===== config.mk =====
export PLATFORM = sky130hd
export DESIGN_NAME = modbus_rtu_request_framer_flat
export DESIGN_NICKNAME = d
export VERILOG_FILES = /design/src/mbrtu_pkg.sv /design/src/mbrtu_if.sv /design/src/mbrtu_crc_stage.sv /design/src/mbrtu_serializer.sv /design/src/modbus_rtu_request_framer.sv /design/src/flat_wrapper.sv
export SDC_FILE = /design/constraint.sdc
export NUM_CORES = 1
export LEC_CHECK = 0
export BUFFER_PORTS_ARGS = -buffer_cell sky130_fd_sc_hd__buf_2
export CORE_MARGIN = 3
export CORE_UTILIZATION = 65
export CTS_CLUSTER_SIZE = 30
export DETAILED_ROUTE_END_ITERATION = 10
export PLACE_DENSITY = 0.83
export REMOVE_ABC_BUFFERS = 1
export SYNTH_ARGS = -nofsm -noshare
export SYNTH_HDL_FRONTEND = slang
export SYNTH_SLANG_ARGS = --single-unit

===== constraint.sdc =====
create_clock -name clk -period 13.2 [get_ports clk]
set_clock_uncertainty 0.2 [all_clocks]
set_input_delay 1.32 -clock clk [delete_from_list [all_inputs] [get_ports clk]]
set_output_delay 1.32 -clock clk [all_outputs]
set_load 0.01 [all_outputs]

===== src/mbrtu_pkg.sv =====
// shared types, constants and crc helper for the modbus rtu request framer
package mbrtu_pkg;

    localparam int FRAME_BYTES = 8;
    localparam int CRC_BYTES   = 6;
    localparam int HDR_W       = 8 * CRC_BYTES;

    localparam logic [15:0] CRC_INIT = 16'hFFFF;
    localparam logic [15:0] CRC_POLY = 16'hA001;
    localparam logic [15:0] CRC_LSB  = 16'h0001;
    localparam logic [2:0]  LAST_POS = 3'd7;
    localparam logic [2:0]  FIRST_POS = 3'd0;

    // request as it travels down the crc pipeline
    typedef struct packed {
        logic [HDR_W-1:0] frame;   // address in the top byte, count low in the bottom
        logic [HDR_W-1:0] rem;     // bytes still to fold into the crc, next one on top
        logic [15:0]      crc;
    } req_word_t;

    // one byte of crc-16/modbus, lsb first
    function automatic logic [15:0] crc_byte(input logic [15:0] crc_in, input logic [7:0] data);
        logic [15:0] c;
        c = crc_in ^ {8'h00, data};
        for (int b = 0; b < 8; b++)
        begin
            if ((c & CRC_LSB) != 16'h0000)
            begin
                c = (c >> 1) ^ CRC_POLY;
            end
            else
            begin
                c = c >> 1;
            end
        end
        return c;
    endfunction

endpackage


===== src/mbrtu_if.sv =====
// valid/ready channel interfaces for requests and frame bytes
interface mbrtu_req_if;
    logic        valid;
    logic        ready;
    logic [7:0]  station_address;
    logic [7:0]  opcode;
    logic [15:0] start_register;
    logic [15:0] register_count;

    modport source (output valid, output station_address, output opcode,
                    output start_register, output register_count, input ready);
    modport sink   (input valid, input station_address, input opcode,
                    input start_register, input register_count, output ready);
endinterface

interface mbrtu_frm_if;
    logic       valid;
    logic       ready;
    logic [7:0] frame_byte;
    logic [2:0] byte_position;
    logic       last_byte;

    modport source (output valid, output frame_byte, output byte_position,
                    output last_byte, input ready);
    modport sink   (input valid, input frame_byte, input byte_position,
                    input last_byte, output ready);
endinterface


===== src/mbrtu_crc_stage.sv =====
// one pipeline stage folding one header byte into the crc
module mbrtu_crc_stage
    import mbrtu_pkg::*;
(
    input  logic      clk,
    input  logic      rst_n,
    input  logic      s_valid,
    output logic      s_ready,
    input  req_word_t s_data,
    output logic      m_valid,
    input  logic      m_ready,
    output req_word_t m_data
);

    logic      valid_reg;
    req_word_t data_reg;
    req_word_t data_next;

    assign s_ready = !valid_reg || m_ready;

    always_comb
    begin
        data_next       = s_data;
        data_next.crc   = crc_byte(s_data.crc, s_data.rem[HDR_W-1 -: 8]);
        data_next.rem   = {s_data.rem[HDR_W-9:0], 8'h00};
    end

    always_ff @(posedge clk or negedge rst_n)
    begin
        if (!rst_n)
        begin
            valid_reg <= 1'b0;
        end
        else if (s_ready)
        begin
            valid_reg <= s_valid;
        end
    end

    always_ff @(posedge clk)
    begin
        if (s_valid && s_ready)
        begin
            data_reg <= data_next;
        end
    end

    assign m_valid = valid_reg;
    assign m_data  = data_reg;

endmodule


===== src/mbrtu_serializer.sv =====
// holds a finished frame and sends it out one byte per cycle while the sink is ready
module mbrtu_serializer
    import mbrtu_pkg::*;
(
    input  logic      clk,
    input  logic      rst_n,
    input  logic      s_valid,
    output logic      s_ready,
    input  req_word_t s_data,
    mbrtu_frm_if.source frm
);

    logic                         busy_reg;
    logic [2:0]                   pos_reg;
    logic [FRAME_BYTES-1:0][7:0]  frame_reg;
    logic [FRAME_BYTES-1:0][7:0]  frame_next;
    logic                         take_out;
    logic                         at_last;

    assign at_last  = (pos_reg == LAST_POS);
    assign take_out = busy_reg && frm.ready;
    // next request loads as the last byte leaves
    assign s_ready  = !busy_reg || (frm.ready && at_last);

    always_comb
    begin
        frame_next[0] = s_data.frame[47:40];
        frame_next[1] = s_data.frame[39:32];
        frame_next[2] = s_data.frame[31:24];
        frame_next[3] = s_data.frame[23:16];
        frame_next[4] = s_data.frame[15:8];
        frame_next[5] = s_data.frame[7:0];
        frame_next[6] = s_data.crc[7:0];
        frame_next[7] = s_data.crc[15:8];
    end

    always_ff @(posedge clk or negedge rst_n)
    begin
        if (!rst_n)
        begin
            busy_reg <= 1'b0;
            pos_reg  <= FIRST_POS;
        end
        else if (s_valid && s_ready)
        begin
            busy_reg <= 1'b1;
            pos_reg  <= FIRST_POS;
        end
        else if (take_out)
        begin
            busy_reg <= !at_last;
            pos_reg  <= pos_reg + 3'd1;
        end
    end

    always_ff @(posedge clk)
    begin
        if (s_valid && s_ready)
        begin
            frame_reg <= frame_next;
        end
    end

    assign frm.valid         = busy_reg;
    assign frm.frame_byte    = frame_reg[pos_reg];
    assign frm.byte_position = pos_reg;
    assign frm.last_byte     = at_last;

endmodule


===== src/modbus_rtu_request_framer.sv =====
// the first frame byte appears once the request has passed all crc stages and loaded into the serializer
// the crc runs through six register stages, one header byte each
// request rate is set by the one-byte-per-cycle output, which stalls while the sink is not ready
// up to six requests queue in the crc stages while a frame is sent
// reset: asynchronous active low, clears all valid bits; pipeline comes up empty
module modbus_rtu_request_framer
    import mbrtu_pkg::*;
(
    input  logic        clk,
    input  logic        rst_n,
    mbrtu_req_if.sink   req,
    mbrtu_frm_if.source frm
);

    logic      st_valid [CRC_BYTES+1];
    logic      st_ready [CRC_BYTES+1];
    req_word_t st_data  [CRC_BYTES+1];

    always_comb
    begin
        st_data[0].frame = {req.station_address, req.opcode,
                            req.start_register, req.register_count};
        st_data[0].rem   = {req.station_address, req.opcode,
                            req.start_register, req.register_count};
        st_data[0].crc   = CRC_INIT;
    end

    assign st_valid[0] = req.valid;
    assign req.ready   = st_ready[0];

    for (genvar k = 0; k < CRC_BYTES; k++)
    begin : g_crc
        mbrtu_crc_stage u_stage (
            .clk     (clk),
            .rst_n   (rst_n),
            .s_valid (st_valid[k]),
            .s_ready (st_ready[k]),
            .s_data  (st_data[k]),
            .m_valid (st_valid[k+1]),
            .m_ready (st_ready[k+1]),
            .m_data  (st_data[k+1])
        );
    end

    mbrtu_serializer u_ser (
        .clk     (clk),
        .rst_n   (rst_n),
        .s_valid (st_valid[CRC_BYTES]),
        .s_ready (st_ready[CRC_BYTES]),
        .s_data  (st_data[CRC_BYTES]),
        .frm     (frm)
    );

endmodule


===== src/flat_wrapper.sv =====
// flat-port wrapper written by rule: the top's interface ports become plain ports
module modbus_rtu_request_framer_flat import mbrtu_pkg::*;
  (clk, rst_n, req_valid, req_station_address, req_opcode, req_start_register, req_register_count, req_ready, frm_valid, frm_frame_byte, frm_byte_position, frm_last_byte, frm_ready);
  mbrtu_req_if req_i ();
  mbrtu_frm_if frm_i ();
  input  logic clk;
  input  logic rst_n;
  input wire logic [$bits(req_i.valid)-1:0] req_valid;
  input wire logic [$bits(req_i.station_address)-1:0] req_station_address;
  input wire logic [$bits(req_i.opcode)-1:0] req_opcode;
  input wire logic [$bits(req_i.start_register)-1:0] req_start_register;
  input wire logic [$bits(req_i.register_count)-1:0] req_register_count;
  output wire logic [$bits(req_i.ready)-1:0] req_ready;
  output wire logic [$bits(frm_i.valid)-1:0] frm_valid;
  output wire logic [$bits(frm_i.frame_byte)-1:0] frm_frame_byte;
  output wire logic [$bits(frm_i.byte_position)-1:0] frm_byte_position;
  output wire logic [$bits(frm_i.last_byte)-1:0] frm_last_byte;
  input wire logic [$bits(frm_i.ready)-1:0] frm_ready;
  assign req_i.valid = req_valid;
  assign req_i.station_address = req_station_address;
  assign req_i.opcode = req_opcode;
  assign req_i.start_register = req_start_register;
  assign req_i.register_count = req_register_count;
  assign req_ready = req_i.ready;
  assign frm_valid = frm_i.valid;
  assign frm_frame_byte = frm_i.frame_byte;
  assign frm_byte_position = frm_i.byte_position;
  assign frm_last_byte = frm_i.last_byte;
  assign frm_i.ready = frm_ready;
  modbus_rtu_request_framer u_core (.clk(clk), .rst_n(rst_n), .req(req_i), .frm(frm_i));
endmodule

==> flow_summary.ini <==
[status]
status = completed

[setup_path]
critPathKind = flop to output pin
worst-path-max-fanout = 19
reg2reg_slack_ps = 9650
crit_path_cell_trace = ha_1, ha_1, nand2_1, nand4_1, nor2_1, nand2_1, buf_2
cp.arrival_ps = 3110
r2r_cells = 6
reg2reg_to = u_core.g_crc[3].u_stage.m_data[100]$_DFFE_PP_
slowest_delay_ps = 740
rr_startpoint = u_core.u_ser.frm.byte_position[1]$_DFFE_PN0P_
crit_path_end = req_ready
cp.required_ps = 11680
cp-end-kind = output pin
critical_path.startpoint = u_core.u_ser.frm.byte_position[1]$_DFFE_PN0P_
slowest_stage = dfrtp_1
startpoint_type = flop

[clocking]
cts_max_level = 2
postCtsHoldBufs = 0
cts_tree = yes
clock_latency_ps = 520
numCtsBuffers = 41
path_clk_slew_ps = 60
post_cts_buffers = 0
cts_sinks = 452
cts_root_buffer = clkbuf_16
cts_buffer_depth = 3
ctsResizeCount = 0

[power]
switching_share = 0.2124
intPower_mw = 2.445
seq_power_share = 0.563
clockPowerShare = 0.344
ir_drop_uv = 146.4
p_per_area_mw_per_mm2 = 177.6
p_sw_uw = 659.1
p_comb_frac = 0.093
p_leak_nw = 5.802

[yosys]
synth_warnings = 0
yosysTopAreaCellShare = 0.8580
syn-cell-area_sq_mm = 0.01547
ys_async_sr_fraction = 0.02212
netlist_top_cells_count = edfxtp_1, xnor2_1, xor2_1
synthCells = 631
yosysMostFrequentCell = edfxtp_1
ys.flop_type = edfxtp_1
syn_avg_cell_area_sq_um = 24.51
yosys.area.top_type = edfxtp_1
synth_area_leaders = edfxtp_1, xnor2_1, mux4_2
synth_edf_count = 442
synth_seq_cells = 452
seq_area_frac_synth = 0.8742
synth_cell_type_count = 32

[global_routing]
grt_pass1_wl_mm = 34.17
met3_usage = 0.03087
gr-usage-met2 = 0.3026
grt_max_degree = 65
top_usage_layer = met2
track_usage = 0.1788
grt_use_met1 = 0.2289
grt_antenna_before_repair = 0
overflow = 0
grt_pass1_vias = 6021

[timing]
rsz0062_at_grt = false
min_period_over_period = 0.3506
tightest_slew_ps = 1017
fmax_ghz = 0.2161
finalSetupViolations = 0
slew_violations = 0
finalSetupTns_ps = 0
finalCriticalPeriod_ps = 4628
finalHoldViolCount = 0
max_slew_margin = 0.3220

[finish]
drive_above_1_share = 0.2159
nFillCells = 1164
final_nets = 795
diodes = 0
fin_cells = 1082
largest_reg_flops = 378
area_growth_pct = 12.97

[routing]
drt_pass1_iterations = 4
wl_per_cell_microns = 20.59
routed_wl_mm = 22.28
vias = 5761
drc = 0
drtIter0Drc = 360
vias_per_cell = 5.324
final_antenna_net_count = 0

[placement]
hpwl_mm = 13.74
post-place-cells = 1011
port_buffers = 65
gp_congestion = 0.7827

[floorplan]
core_area_sq_mm = 0.02298
die_height_microns = 160.3
die_w_microns = 160.3
ioPinCount = 66
initial_core_util = 0.6730
die-area_sq_mm = 0.02568
num_rows = 55

[worst_hold_path]
hold_class = flop to flop

[flow_run]
maxCapViolCount = 0
[stage by stage]
step	total power [mW]	hold slack, ps	instance area, sq um	worst slack [ps]	utilization
5_1_grt	3.211	214.3	17480	8309	0.7603
2_1_floorplan	1.980	200.3	15440	6181	-
4_1_cts	3.137	214.5	17480	8501	0.7603
3_3_place_gp	2.044	205.4	16280	9208	0.7082
6_report	3.104	203.8	17480	8572	0.7603
3_5_place_dp	2.064	204.5	16280	9104	0.7082
[worst min-delay path by stage]
stage,start,to,slack [ps],depth (start not counted)
floorplan,u_core.g_crc[0].u_stage.m_data[105]$_DFFE_PP_,u_core.g_crc[1].u_stage.m_data[105]$_DFFE_PP_,200,0
global placement,u_core.g_crc[0].u_stage.m_data[67]$_DFFE_PP_,u_core.g_crc[1].u_stage.m_data[67]$_DFFE_PP_,210,0
detailed placement,u_core.g_crc[0].u_stage.m_data[67]$_DFFE_PP_,u_core.g_crc[1].u_stage.m_data[67]$_DFFE_PP_,200,0
CTS,u_core.g_crc[1].u_stage.m_data[84]$_DFFE_PP_,u_core.g_crc[2].u_stage.m_data[84]$_DFFE_PP_,210,0
global route,u_core.g_crc[1].u_stage.m_data[84]$_DFFE_PP_,u_core.g_crc[2].u_stage.m_data[84]$_DFFE_PP_,210,0
finish,u_core.g_crc[1].u_stage.m_data[70]$_DFFE_PP_,u_core.g_crc[2].u_stage.m_data[70]$_DFFE_PP_,200,0
[metal layers]
layer	share of wire	routed length [microns]
met2	0.51	11320
met1	0.41	9033
met5	0	0
met4	0.041	915
met3	0.045	1013
[cell type report]
type	instances	area, sq um	share of cell area
Tap cell	313	391.6	0.02241
Inverter	6	22.52	0.001289
Sequential cell	452	13520	0.7738
Timing Repair Buffer	72	377.9	0.02162
Multi-Input combinational cell	168	1963	0.1123
Clock buffer	49	1056	0.06043
Clock inverter	22	141.4	0.008091
[power groups by stage]
stage,logic (mW),registers [mW],clock network (mW)
final,0.287,1.75,1.07
after global routing,0.310,1.76,1.14
after CTS,0.293,1.75,1.09
after detailed placement,0.285,1.78,0
after global placement,0.273,1.77,0
after floorplan,0.210,1.77,0
[cells in the final DEF (no fill, tap or decap), drive strengths merged, types with 2 or more instances in the layout]
| cell type | instances |
|---|---|
| xnor3 | 12 |
| a21boi | 2 |
| dfrtp | 10 |
| or2 | 2 |
| bufinv | 2 |
| mux2 | 9 |
| inv | 6 |
| nor2b | 2 |
| clkinv | 19 |
| a21o | 2 |
| nand2 | 4 |
| xnor2 | 67 |
| a21oi | 2 |
| xor2 | 36 |
| mux4 | 16 |
| ha | 2 |
| buf | 72 |
| edfxtp | 442 |
| a22o | 2 |
| clkbuf | 49 |
[logic make-up after synthesis]
logic type               synth area share
XOR/XNOR                          0.08097
buffers and inverters            0.003073
AND/OR/NAND/NOR                  0.005177
flip-flops                         0.8742
AO/OA/AOI/OAI                    0.004448
adder cells (fa/ha/maj)          0.001617
multiplexers                      0.03049
[worst max-delay path, delay by kind of cell (launching register included)]
kind | cells | cell delay [ps]
adder cells (fa/ha/maj) | 2 | 620
buffers and inverters | 1 | 160
flip-flops | 1 | 740
AND/OR/NAND/NOR | 4 | 1060
No activity file was read; power rests on OpenSTA's default activity.
